==> src/sv/hcc_pkg.sv <==
// Package for the histogram correlation check core.
// Holds field widths, register indexes, grade codes and sequencer types.
// No dependencies.
package hcc_pkg;

   localparam int BIN_BITS    = 8;
   localparam int COUNT_BITS  = 16;
   localparam int CORR_BITS   = 16;
   localparam int GRADE_BITS  = 2;
   localparam int WEIGHT_BITS = 32;
   localparam int SUM1_BITS   = 40;
   localparam int SUM2_BITS   = 48;
   localparam int FRAC_BITS   = 14;
   localparam int SMUL_BITS   = 16;                 // operand width of the item multiplier
   localparam int SPREAD_BITS = 80;                 // n*sq and s*s products
   localparam int AB_BITS     = 2 * SPREAD_BITS;
   localparam int WIDE_BITS   = 192;                // holds C^2 << (2F+2) and q^2*A*B
   localparam int Q_BITS      = FRAC_BITS + 2;      // search value up to 2^(F+1)
   localparam int BIT_BITS    = 4;
   localparam int CSR_IDX_BITS = 2;
   localparam int CSR_DATA_BITS = 16;

   localparam logic [CSR_IDX_BITS-1:0] CSR_RANGE_START = 2'd0;
   localparam logic [CSR_IDX_BITS-1:0] CSR_RANGE_END   = 2'd1;
   localparam logic [CSR_IDX_BITS-1:0] CSR_GREEN_MIN   = 2'd2;
   localparam logic [CSR_IDX_BITS-1:0] CSR_RED_MIN     = 2'd3;

   localparam logic [GRADE_BITS-1:0] GRADE_GREEN  = 2'd0;
   localparam logic [GRADE_BITS-1:0] GRADE_YELLOW = 2'd1;
   localparam logic [GRADE_BITS-1:0] GRADE_RED    = 2'd2;

   typedef enum logic [2:0] {
      ST_IDLE, ST_ITEM, ST_LOAD, ST_MUL, ST_SUB, ST_TRIAL, ST_ROUND, ST_GRADE
   } state_type;

   typedef enum logic [3:0] {
      J_NSXX, J_SXSX, J_NSYY, J_SYSY, J_AB, J_NSXY, J_SXSY, J_CC, J_LHS
   } job_type;

endpackage

==> src/sv/histogram_correlation_check_core.sv <==
// Histogram correlation check core: weighted sums and Pearson correlation.
// Depends on hcc_pkg.
//
// Usage:
//   Histogram cells arrive on the req_ stream, one transaction per cell; tlast
//   marks the final cell. Cells whose x index lies in the configured range, or
//   every cell when the range start exceeds its end, add their count as a
//   weight to six running sums. After the final cell the core forms the
//   correlation in Q1.14, grades it and offers one rsp_ transaction holding
//   correlation, grade and total entries. Each accepted cell steps one item
//   multiplier through eight products; no new cell is taken until they are
//   done. The final cell then runs the shift-add unit: every wide product
//   consumes one significant multiplier bit per cycle, and the root search
//   runs up to 16 trial products. The shift-add work shrinks when a spread is
//   zero or the sums are small.
//   Configuration goes through the csr_ channel, always ready; write it only
//   while the core is idle.
//   Reset (synchronous, active high) restores register defaults, clears the
//   sums and drops any pending result.
//   When the receiver stalls, the result holds in the output register; the
//   core keeps accepting cells and waits before issuing the next result.
module histogram_correlation_check_core
   import hcc_pkg::*;
(
   input  logic                     clock,
   input  logic                     reset,
   // input cells
   input  logic                     req_tvalid,
   output logic                     req_tready,
   input  logic [31:0]              req_tdata,   // bin_x[7:0], bin_y[15:8], bin_count[31:16]
   input  logic                     req_tlast,   // last_bin
   // results
   output logic                     rsp_tvalid,
   input  logic                     rsp_tready,
   output logic [55:0]              rsp_tdata,   // correlation[15:0], grade[17:16],
                                                 // total_entries[49:18], zero pad
   // configuration writes
   input  logic                     csr_valid,
   output logic                     csr_ready,
   input  logic [CSR_IDX_BITS-1:0]  csr_index,
   input  logic [CSR_DATA_BITS-1:0] csr_data
);

   // configuration registers
   logic [BIN_BITS-1:0]         range_start_ff, range_end_ff;
   logic signed [CORR_BITS-1:0] green_min_ff, red_min_ff;

   // sequencer
   state_type state_ff, state_in;
   job_type   job_ff, job_in;
   logic [2:0] phase_ff, phase_in;

   // latched cell
   logic [BIN_BITS-1:0]   x_ff, x_in, y_ff, y_in;
   logic [COUNT_BITS-1:0] w_ff, w_in;
   logic                  last_ff, last_in;
   logic [SMUL_BITS-1:0]  xx_ff, xx_in, xy_ff, xy_in, yy_ff, yy_in;

   // running sums
   logic [WEIGHT_BITS-1:0] sum_w_ff, sum_w_in;
   logic [SUM1_BITS-1:0]   sum_x_ff, sum_x_in, sum_y_ff, sum_y_in;
   logic [SUM2_BITS-1:0]   sum_xx_ff, sum_xx_in, sum_yy_ff, sum_yy_in, sum_xy_ff, sum_xy_in;

   // shared shift-add unit and intermediates
   logic [WIDE_BITS-1:0]   acc_ff, acc_in, mcand_ff, mcand_in, rhs_ff, rhs_in;
   logic [SPREAD_BITS-1:0] mplier_ff, mplier_in, p_ff, p_in;
   logic [SPREAD_BITS-1:0] a_ff, a_in, b_ff, b_in, c_ff, c_in;
   logic [AB_BITS-1:0]     ab_ff, ab_in;
   logic                   neg_ff, neg_in, swap_ff, swap_in;
   logic [Q_BITS-1:0]      q_ff, q_in;
   logic [BIT_BITS-1:0]    bit_ff, bit_in;
   logic signed [CORR_BITS-1:0] corr_ff, corr_in;

   // output register
   logic                        rsp_valid_ff, rsp_valid_in;
   logic signed [CORR_BITS-1:0] rsp_corr_ff, rsp_corr_in;
   logic [GRADE_BITS-1:0]       rsp_grade_ff, rsp_grade_in;
   logic [WEIGHT_BITS-1:0]      rsp_total_ff, rsp_total_in;

   // combinational helpers
   logic [SMUL_BITS-1:0]   m_a, m_b;
   logic [2*SMUL_BITS-1:0] m_prod;
   logic [WIDE_BITS-1:0]   add_a, add_b;
   logic                   add_inv;
   logic [WIDE_BITS:0]     add_sum;
   logic                   add_carry;
   logic [WIDE_BITS-1:0]   add_diff;
   logic [Q_BITS-1:0]      trial;
   logic [Q_BITS:0]        mag_wide;
   logic [CORR_BITS-1:0]   mag;
   logic                   sel;
   logic [BIN_BITS-1:0]    in_x;
   logic [COUNT_BITS-1:0]  in_w;

   assign req_tready = (state_ff == ST_IDLE);
   assign csr_ready  = 1'b1;
   assign rsp_tvalid = rsp_valid_ff;
   assign rsp_tdata  = {6'd0, rsp_total_ff, rsp_grade_ff, rsp_corr_ff};

   assign in_x = req_tdata[BIN_BITS-1:0];
   assign in_w = req_tdata[31:16];
   assign sel  = (range_start_ff > range_end_ff) ||
                 (in_x >= range_start_ff && in_x <= range_end_ff);

   // the one item multiplier, shared by the sum products and the trial square
   assign m_prod = m_a * m_b;

   // the one wide adder: accumulate during products, subtract or compare otherwise
   assign add_sum   = {1'b0, add_a} + {1'b0, add_b ^ {WIDE_BITS{add_inv}}}
                      + {{WIDE_BITS{1'b0}}, add_inv};
   assign add_carry = add_sum[WIDE_BITS];
   assign add_diff  = add_sum[WIDE_BITS-1:0];

   assign trial    = q_ff | (Q_BITS'(1) << bit_ff);
   assign mag_wide = ({1'b0, q_ff} + (Q_BITS + 1)'(1)) >> 1;
   assign mag      = mag_wide[CORR_BITS-1:0];

   // configuration registers
   always_ff @(posedge clock) begin
      if (reset) begin
         range_start_ff <= 8'd1;
         range_end_ff   <= 8'd0;
         green_min_ff   <= 16'sd14746;
         red_min_ff     <= 16'sd8192;
      end else if (csr_valid) begin
         case (csr_index)
            CSR_RANGE_START: range_start_ff <= csr_data[BIN_BITS-1:0];
            CSR_RANGE_END:   range_end_ff   <= csr_data[BIN_BITS-1:0];
            CSR_GREEN_MIN:   green_min_ff   <= csr_data;
            CSR_RED_MIN:     red_min_ff     <= csr_data;
            default: ;
         endcase
      end
   end

   always_ff @(posedge clock) begin
      if (reset) begin
         state_ff     <= ST_IDLE;
         job_ff       <= J_NSXX;
         phase_ff     <= 3'd0;
         rsp_valid_ff <= 1'b0;
         sum_w_ff     <= '0;
         sum_x_ff     <= '0;
         sum_y_ff     <= '0;
         sum_xx_ff    <= '0;
         sum_yy_ff    <= '0;
         sum_xy_ff    <= '0;
      end else begin
         state_ff     <= state_in;
         job_ff       <= job_in;
         phase_ff     <= phase_in;
         rsp_valid_ff <= rsp_valid_in;
         sum_w_ff     <= sum_w_in;
         sum_x_ff     <= sum_x_in;
         sum_y_ff     <= sum_y_in;
         sum_xx_ff    <= sum_xx_in;
         sum_yy_ff    <= sum_yy_in;
         sum_xy_ff    <= sum_xy_in;
      end
   end

   // payload registers
   always_ff @(posedge clock) begin
      x_ff <= x_in;  y_ff <= y_in;  w_ff <= w_in;  last_ff <= last_in;
      xx_ff <= xx_in;  xy_ff <= xy_in;  yy_ff <= yy_in;
      acc_ff <= acc_in;  mcand_ff <= mcand_in;  mplier_ff <= mplier_in;
      rhs_ff <= rhs_in;  p_ff <= p_in;
      a_ff <= a_in;  b_ff <= b_in;  c_ff <= c_in;  ab_ff <= ab_in;
      neg_ff <= neg_in;  swap_ff <= swap_in;
      q_ff <= q_in;  bit_ff <= bit_in;  corr_ff <= corr_in;
      rsp_corr_ff <= rsp_corr_in;  rsp_grade_ff <= rsp_grade_in;
      rsp_total_ff <= rsp_total_in;
   end

   always_comb begin
      state_in = state_ff;  job_in = job_ff;  phase_in = phase_ff;
      x_in = x_ff;  y_in = y_ff;  w_in = w_ff;  last_in = last_ff;
      xx_in = xx_ff;  xy_in = xy_ff;  yy_in = yy_ff;
      sum_w_in = sum_w_ff;  sum_x_in = sum_x_ff;  sum_y_in = sum_y_ff;
      sum_xx_in = sum_xx_ff;  sum_yy_in = sum_yy_ff;  sum_xy_in = sum_xy_ff;
      acc_in = acc_ff;  mcand_in = mcand_ff;  mplier_in = mplier_ff;
      rhs_in = rhs_ff;  p_in = p_ff;
      a_in = a_ff;  b_in = b_ff;  c_in = c_ff;  ab_in = ab_ff;
      neg_in = neg_ff;  swap_in = swap_ff;
      q_in = q_ff;  bit_in = bit_ff;  corr_in = corr_ff;
      rsp_corr_in = rsp_corr_ff;  rsp_grade_in = rsp_grade_ff;
      rsp_total_in = rsp_total_ff;
      rsp_valid_in = rsp_valid_ff & ~rsp_tready;
      m_a = '0;  m_b = '0;
      add_a = acc_ff;  add_b = '0;  add_inv = 1'b0;

      case (state_ff)
         ST_IDLE: begin
            if (req_tvalid) begin
               // zero weight for a cell outside the range leaves the sums alone
               x_in     = in_x;
               y_in     = req_tdata[15:8];
               w_in     = sel ? in_w : '0;
               last_in  = req_tlast;
               phase_in = 3'd0;
               state_in = ST_ITEM;
            end
         end

         ST_ITEM: begin
            phase_in = phase_ff + 3'd1;
            case (phase_ff)
               3'd0: begin
                  m_a = SMUL_BITS'(x_ff);  m_b = SMUL_BITS'(x_ff);
                  xx_in = m_prod[SMUL_BITS-1:0];
               end
               3'd1: begin
                  m_a = SMUL_BITS'(x_ff);  m_b = SMUL_BITS'(y_ff);
                  xy_in = m_prod[SMUL_BITS-1:0];
               end
               3'd2: begin
                  m_a = SMUL_BITS'(y_ff);  m_b = SMUL_BITS'(y_ff);
                  yy_in = m_prod[SMUL_BITS-1:0];
               end
               3'd3: begin
                  m_a = w_ff;  m_b = SMUL_BITS'(x_ff);
                  sum_x_in = sum_x_ff + SUM1_BITS'(m_prod);
               end
               3'd4: begin
                  m_a = w_ff;  m_b = SMUL_BITS'(y_ff);
                  sum_y_in = sum_y_ff + SUM1_BITS'(m_prod);
               end
               3'd5: begin
                  m_a = w_ff;  m_b = xx_ff;
                  sum_xx_in = sum_xx_ff + SUM2_BITS'(m_prod);
               end
               3'd6: begin
                  m_a = w_ff;  m_b = xy_ff;
                  sum_xy_in = sum_xy_ff + SUM2_BITS'(m_prod);
               end
               default: begin
                  m_a = w_ff;  m_b = yy_ff;
                  sum_yy_in = sum_yy_ff + SUM2_BITS'(m_prod);
                  sum_w_in  = sum_w_ff + WEIGHT_BITS'(w_ff);
                  if (last_ff) begin
                     job_in   = J_NSXX;
                     neg_in   = 1'b0;
                     swap_in  = 1'b0;
                     state_in = ST_LOAD;
                  end else begin
                     state_in = ST_IDLE;
                  end
               end
            endcase
         end

         ST_LOAD: begin
            acc_in   = '0;
            state_in = ST_MUL;
            case (job_ff)
               J_NSXX: begin
                  mcand_in = WIDE_BITS'(sum_xx_ff);  mplier_in = SPREAD_BITS'(sum_w_ff);
               end
               J_SXSX: begin
                  mcand_in = WIDE_BITS'(sum_x_ff);  mplier_in = SPREAD_BITS'(sum_x_ff);
               end
               J_NSYY: begin
                  mcand_in = WIDE_BITS'(sum_yy_ff);  mplier_in = SPREAD_BITS'(sum_w_ff);
               end
               J_SYSY: begin
                  mcand_in = WIDE_BITS'(sum_y_ff);  mplier_in = SPREAD_BITS'(sum_y_ff);
               end
               J_AB: begin
                  mcand_in = WIDE_BITS'(a_ff);  mplier_in = b_ff;
               end
               J_NSXY: begin
                  mcand_in = WIDE_BITS'(sum_xy_ff);  mplier_in = SPREAD_BITS'(sum_w_ff);
               end
               J_SXSY: begin
                  mcand_in = WIDE_BITS'(sum_x_ff);  mplier_in = SPREAD_BITS'(sum_y_ff);
               end
               default: begin
                  mcand_in = WIDE_BITS'(c_ff);  mplier_in = c_ff;
               end
            endcase
         end

         ST_MUL: begin
            if (mplier_ff != '0) begin
               // one multiplier bit per cycle
               add_b     = mplier_ff[0] ? mcand_ff : '0;
               acc_in    = add_diff;
               mcand_in  = mcand_ff << 1;
               mplier_in = mplier_ff >> 1;
            end else begin
               case (job_ff)
                  J_NSXX, J_NSYY, J_NSXY: begin
                     p_in     = acc_ff[SPREAD_BITS-1:0];
                     job_in   = job_type'(job_ff + 4'd1);
                     state_in = ST_LOAD;
                  end
                  J_AB: begin
                     ab_in    = acc_ff[AB_BITS-1:0];
                     job_in   = J_NSXY;
                     state_in = ST_LOAD;
                  end
                  J_CC: begin
                     rhs_in   = acc_ff << (2 * FRAC_BITS + 2);
                     q_in     = '0;
                     bit_in   = BIT_BITS'(Q_BITS - 1);
                     state_in = ST_TRIAL;
                  end
                  default: state_in = ST_SUB;
               endcase
            end
         end

         ST_SUB: begin
            add_inv = 1'b1;
            if (job_ff == J_LHS) begin
               add_a = rhs_ff;
               add_b = acc_ff;
            end else if (swap_ff) begin
               add_a = acc_ff;
               add_b = WIDE_BITS'(p_ff);
            end else begin
               add_a = WIDE_BITS'(p_ff);
               add_b = acc_ff;
            end
            case (job_ff)
               J_SXSX, J_SYSY: begin
                  // a spread that is zero or negative gives a zero correlation
                  if (add_carry && add_diff != '0) begin
                     if (job_ff == J_SXSX) begin
                        a_in   = add_diff[SPREAD_BITS-1:0];
                        job_in = J_NSYY;
                     end else begin
                        b_in   = add_diff[SPREAD_BITS-1:0];
                        job_in = J_AB;
                     end
                     state_in = ST_LOAD;
                  end else begin
                     corr_in  = '0;
                     state_in = ST_GRADE;
                  end
               end
               J_SXSY: begin
                  if (!add_carry && !swap_ff) begin
                     // negative covariance: take the magnitude on the next pass
                     neg_in  = 1'b1;
                     swap_in = 1'b1;
                  end else begin
                     c_in     = add_diff[SPREAD_BITS-1:0];
                     swap_in  = 1'b0;
                     job_in   = J_CC;
                     state_in = ST_LOAD;
                  end
               end
               default: begin
                  // carry set: trial^2 * A*B does not exceed the scaled C^2
                  if (add_carry) q_in = trial;
                  if ((add_carry && bit_ff == BIT_BITS'(Q_BITS - 1)) || bit_ff == '0) begin
                     state_in = ST_ROUND;
                  end else begin
                     bit_in   = bit_ff - BIT_BITS'(1);
                     state_in = ST_TRIAL;
                  end
               end
            endcase
         end

         ST_TRIAL: begin
            m_a       = trial;
            m_b       = trial;
            mcand_in  = WIDE_BITS'(ab_ff);
            mplier_in = SPREAD_BITS'(m_prod);
            acc_in    = '0;
            job_in    = J_LHS;
            state_in  = ST_MUL;
         end

         ST_ROUND: begin
            // drop the guard bit, rounding half away from zero, then apply the sign
            corr_in  = neg_ff ? -$signed(mag) : $signed(mag);
            state_in = ST_GRADE;
         end

         ST_GRADE: begin
            if (!rsp_valid_ff || rsp_tready) begin
               rsp_valid_in = 1'b1;
               rsp_corr_in  = corr_ff;
               rsp_total_in = sum_w_ff;
               if (corr_ff >= green_min_ff)    rsp_grade_in = GRADE_GREEN;
               else if (corr_ff > red_min_ff)  rsp_grade_in = GRADE_YELLOW;
               else                            rsp_grade_in = GRADE_RED;
               sum_w_in  = '0;  sum_x_in  = '0;  sum_y_in  = '0;
               sum_xx_in = '0;  sum_yy_in = '0;  sum_xy_in = '0;
               state_in  = ST_IDLE;
            end
         end

         default: state_in = ST_IDLE;
      endcase
   end

   // the correlation never leaves [-1.0, 1.0]
   assert property (@(posedge clock) disable iff (reset)
      rsp_valid_ff |-> (rsp_corr_ff <= 16'sd16384 && rsp_corr_ff >= -16'sd16384))
      else $error("correlation out of range");

   assert property (@(posedge clock) disable iff (reset)
      rsp_valid_ff |-> rsp_grade_ff != 2'd3)
      else $error("grade code unused");

   // issuing a result clears the sums and raises valid
   assert property (@(posedge clock) disable iff (reset)
      (state_ff == ST_GRADE && (!rsp_valid_ff || rsp_tready))
      |=> (sum_w_ff == '0 && sum_xx_ff == '0 && rsp_valid_ff && state_ff == ST_IDLE))
      else $error("sums not cleared after result");

   // the shift-add unit consumes one multiplier bit a cycle
   assert property (@(posedge clock) disable iff (reset)
      (state_ff == ST_MUL && mplier_ff != '0)
      |=> (state_ff == ST_MUL && mplier_ff == ($past(mplier_ff) >> 1)))
      else $error("multiplier step lost");

endmodule

==> config.mk <==
export PLATFORM = sky130hd
export DESIGN_NAME = histogram_correlation_check_core
export DESIGN_NICKNAME = d
export VERILOG_FILES = /design/src/sv/hcc_pkg.sv /design/src/sv/histogram_correlation_check_core.sv
export SDC_FILE = /design/constraint.sdc
export NUM_CORES = 2
export LEC_CHECK = 0
export ABC_AREA = 1
export BUFFER_PORTS_ARGS = -buffer_cell sky130_fd_sc_hd__buf_2
export CAP_MARGIN = 20
export CORE_UTILIZATION = 42
export CTS_CLUSTER_DIAMETER = 100
export CTS_CLUSTER_SIZE = 16
export DETAILED_ROUTE_END_ITERATION = 6
export GPL_TIMING_DRIVEN = 0
export PLACE_DENSITY_LB_ADDON = 0.05
export SYNTH_ARGS = -nofsm -noshare
export SYNTH_HDL_FRONTEND = slang
export SYNTH_SLANG_ARGS = --single-unit
==> constraint.sdc <==
create_clock -name clock -period 19.1 [get_ports clock]
set_input_delay 1.91 -clock clock [delete_from_list [all_inputs] [get_ports clock]]
set_output_delay 1.91 -clock clock [all_outputs]
set_load 0.05 [all_outputs]
==> metrics.txt <==
status complete, but fails checks; failing checks DRC; R2R depth 40; area grow syn2layout 10.1%; Crit-path slowest cell xor2_4; worst vdd ir 94.1 uV; Slew Limit Fails 0; Post-synth EDFFs 1275; Arr. time, crit path 14.31 ns; Area contributors post-synth edfxtp_1 35%, nand2_1 12%, inv_1 8.4%; CP max stage delay 0.81 ns; total CTS buffers 120; Layout Nets ~15000; Worst Path Class, Setup reg2reg; # DRC 4; overall die width 509 um; syn avg cell area 7.61 um^2; critical path required time between 15 and 20 ns; hold slack 0.433 ns; number of synthesized register bits 1590; Port Buf Inserts 106; unrepaired setup endpoints after global routing no; sequential area share after synthesis 41.2%; max frequency around 0.074 GHz; top cell type's share of synthesized area a little over a third; normalized max-slew margin 11.4%; yosys warns 0; ANT nets after route 0; DR vias approximately 110k; Pleak 51.4 nW; CP most frequent cell inv_1; Top Ports 115; DIE AREA 259000 um^2; Final TNS setup 0 ns; total wire length 546000 um; clk buf depth 3; max-cap violation count 0; PwrDens 103 nW/um^2; H-Tree Depth 3; CTS tree built; Unique masters post-synth 65; Final Cycle Share between 70% and 80%; Setup Skew approximately 0.089 ns; CP Depth 40; multi-input logic area 53100 um^2; post-layout min period 13.54 ns; CTS Hold Buffers Added 0; register area 44600 um^2; total gr overflow 0; PostCTS Resize Cnt 0; row count 185; clk_lat worst skew roughly 0.89 ns; overall die height ~500 um; Synth area leader edfxtp_1; Final Core Density 46.7%; Root Buffer clkbuf_16; WHS Path Cells 0; initial DRC count 14011; TritonRoute pass-1 iters 7; Starting Density between 40% and 50%; vias in the first global route just under 100k; Worst setup SP type flip-flop; measured slew at the worst slew-check pin 1.33 ns; post-CTS setup buffer count 0; vias per inst 5.86; clk sinks 1590; Buf/Inv on CP 11; Routability Congestion 1.09; layout cell share with drive strength beyond 1 4.13%; first-pass GRT wire length 749000 um; CP max FO 10; Fillers 25964; Top delay family on crit path adder cells; Clock Pin Slew Worst Setup and Hold Paths 0.08 ns; largest net degree at the start of global routing 64; WL/cell 30.2 um; Critical Path Sink Type flip-flop; GRT Util Overall about two fifths; synthesized area 108000 um^2; final instance area 119000 um^2; Async S/R FF share, synth 0%; Post-Syn Instances 14208; HP Class reg2reg; Top FF cell, synth edfxtp_1; Final Setup Violations 0; placed instance count 17801; post-route non-filler standard cell count 18053; Area after DPL ~120000 um^2; initial antenna violation count 39; Final Hold Viols 0; dpl hpwl 458000 um; core area 255000 um^2
-- power by group --
group          internal (mW)  total, mW  switching [mW]
registers               4.37       4.68           0.317
logic                   1.18       4.94            3.75
clock network           1.19       2.59            1.40
total                   6.74       12.2            5.47
-- synthesized netlist by cell type (all sizes together) (3+ instances only) --
| master | instances |
|---|---|
| nand2 | 3579 |
| inv | 2422 |
| nor2 | 1424 |
| edfxtp | 1275 |
| a21oi | 979 |
| o21ai | 918 |
| nand3 | 721 |
| ha | 554 |
| clkbuf | 385 |
| dfxtp | 315 |
| fa | 201 |
| nor3 | 190 |
| o22ai | 153 |
| nand4 | 112 |
| a31oi | 88 |
| or2 | 82 |
| a21boi | 81 |
| o31ai | 80 |
| xor2 | 68 |
| o21bai | 67 |
| a22o | 60 |
| xnor2 | 54 |
| nand3b | 43 |
| buf | 42 |
| o221ai | 40 |
| nor4 | 38 |
| o211ai | 37 |
| o21a | 36 |
| a21o | 31 |
| o41ai | 27 |
| o2bb2ai | 18 |
| a211oi | 16 |
| clkinv | 16 |
| o2111ai | 10 |
| a221oi | 8 |
| o211a | 7 |
| a221o | 6 |
| a22oi | 6 |
| and2 | 5 |
| a31o | 3 |
-- cells in the final DEF (no fill, tap or decap), types with 27 or more instances in the layout --
| master | count |
|---|---|
| nand2_1 | 3541 |
| inv_1 | 2409 |
| nor2_1 | 1404 |
| edfxtp_1 | 1275 |
| a21oi_1 | 977 |
| o21ai_0 | 894 |
| nand3_1 | 716 |
| ha_1 | 554 |
| clkbuf_1 | 419 |
| dfxtp_1 | 315 |
| fa_1 | 201 |
| nor3_1 | 182 |
| o22ai_1 | 153 |
| clkbuf_16 | 120 |
| nand4_1 | 112 |
| buf_2 | 112 |
| a31oi_1 | 88 |
| or2_2 | 81 |
| o31ai_1 | 80 |
| a21boi_0 | 78 |
| o21bai_1 | 67 |
| a22o_1 | 60 |
| xor2_1 | 55 |
| diode_2 | 49 |
| xnor2_1 | 43 |
| nand3b_1 | 43 |
| o221ai_1 | 40 |
| buf_8 | 40 |
| o211ai_1 | 37 |
| o21a_1 | 36 |
| nor4_1 | 36 |
| buf_16 | 32 |
| a21o_1 | 31 |
| buf_1 | 30 |
| nand2_2 | 29 |
| o41ai_1 | 27 |
-- cell type report --
class                      count  share of cell area (%)
multi-input combinational   9758                    44.6
sequential                  1590                    37.5
inverter                    2438                    7.69
tap                         3366                    3.54
clock buffer                 173                    2.70
timing repair buffer         225                    2.21
buffer                       427                    1.39
clock inverter                27                   0.347
antenna                       49                   0.103
-- registers in the layout, summed over array words and instances (netlist names), 40 cells and up --
name	count
acc_ff	192
a_ff	80
sum_xx_ff	48
mplier_ff	80
sum_yy_ff	48
p_ff	80
ab_ff	160
c_ff	80
mcand_ff	192
b_ff	80
sum_x_ff	40
sum_y_ff	40
sum_xy_ff	48
rhs_ff	162
-- per-layer routing --
layer / track usage [%] / share of wire [%] / vias up
met3: 8.38 / 9.6 / 1230
met1: 52.6 / 39 / 51166
met2: 63.5 / 44 / 5988
met4: 26.8 / 7.5 / 16
met5: 0 / 0.021 / -
li1: - / - / 47389
-- cells by family after synthesis --
kind of cell | count (synthesis) | share of synthesized area [%]
simple gates | 6198 | 23.5
buf+inv | 2865 | 9.98
compound gates | 2676 | 14.2
flops | 1590 | 41.2
fa+ha+maj | 755 | 10.1
xor+xnor | 122 | 0.988
other cells | 2 | 0.00695
-- per-stage QoR --
step	setup slack, ns	power (mW)
floorplan	8.80	7.10
global placement	-3.76	9.35
detailed placement	6.00	9.47
CTS	5.97	12.0
global route	4.98	12.5
finish	5.56	12.2
-- worst paths after layout --
check | start | end | slack, ns
max | state_ff[0] | sum_yy_ff[44] | 5.56
min | sum_w_ff[31] | rsp_total_ff[31] | 0.43
max reg2reg | state_ff[0] | sum_yy_ff[44] | 5.56
min reg2reg | sum_w_ff[31] | rsp_total_ff[31] | 0.43
(Power assumes the default switching activity.)
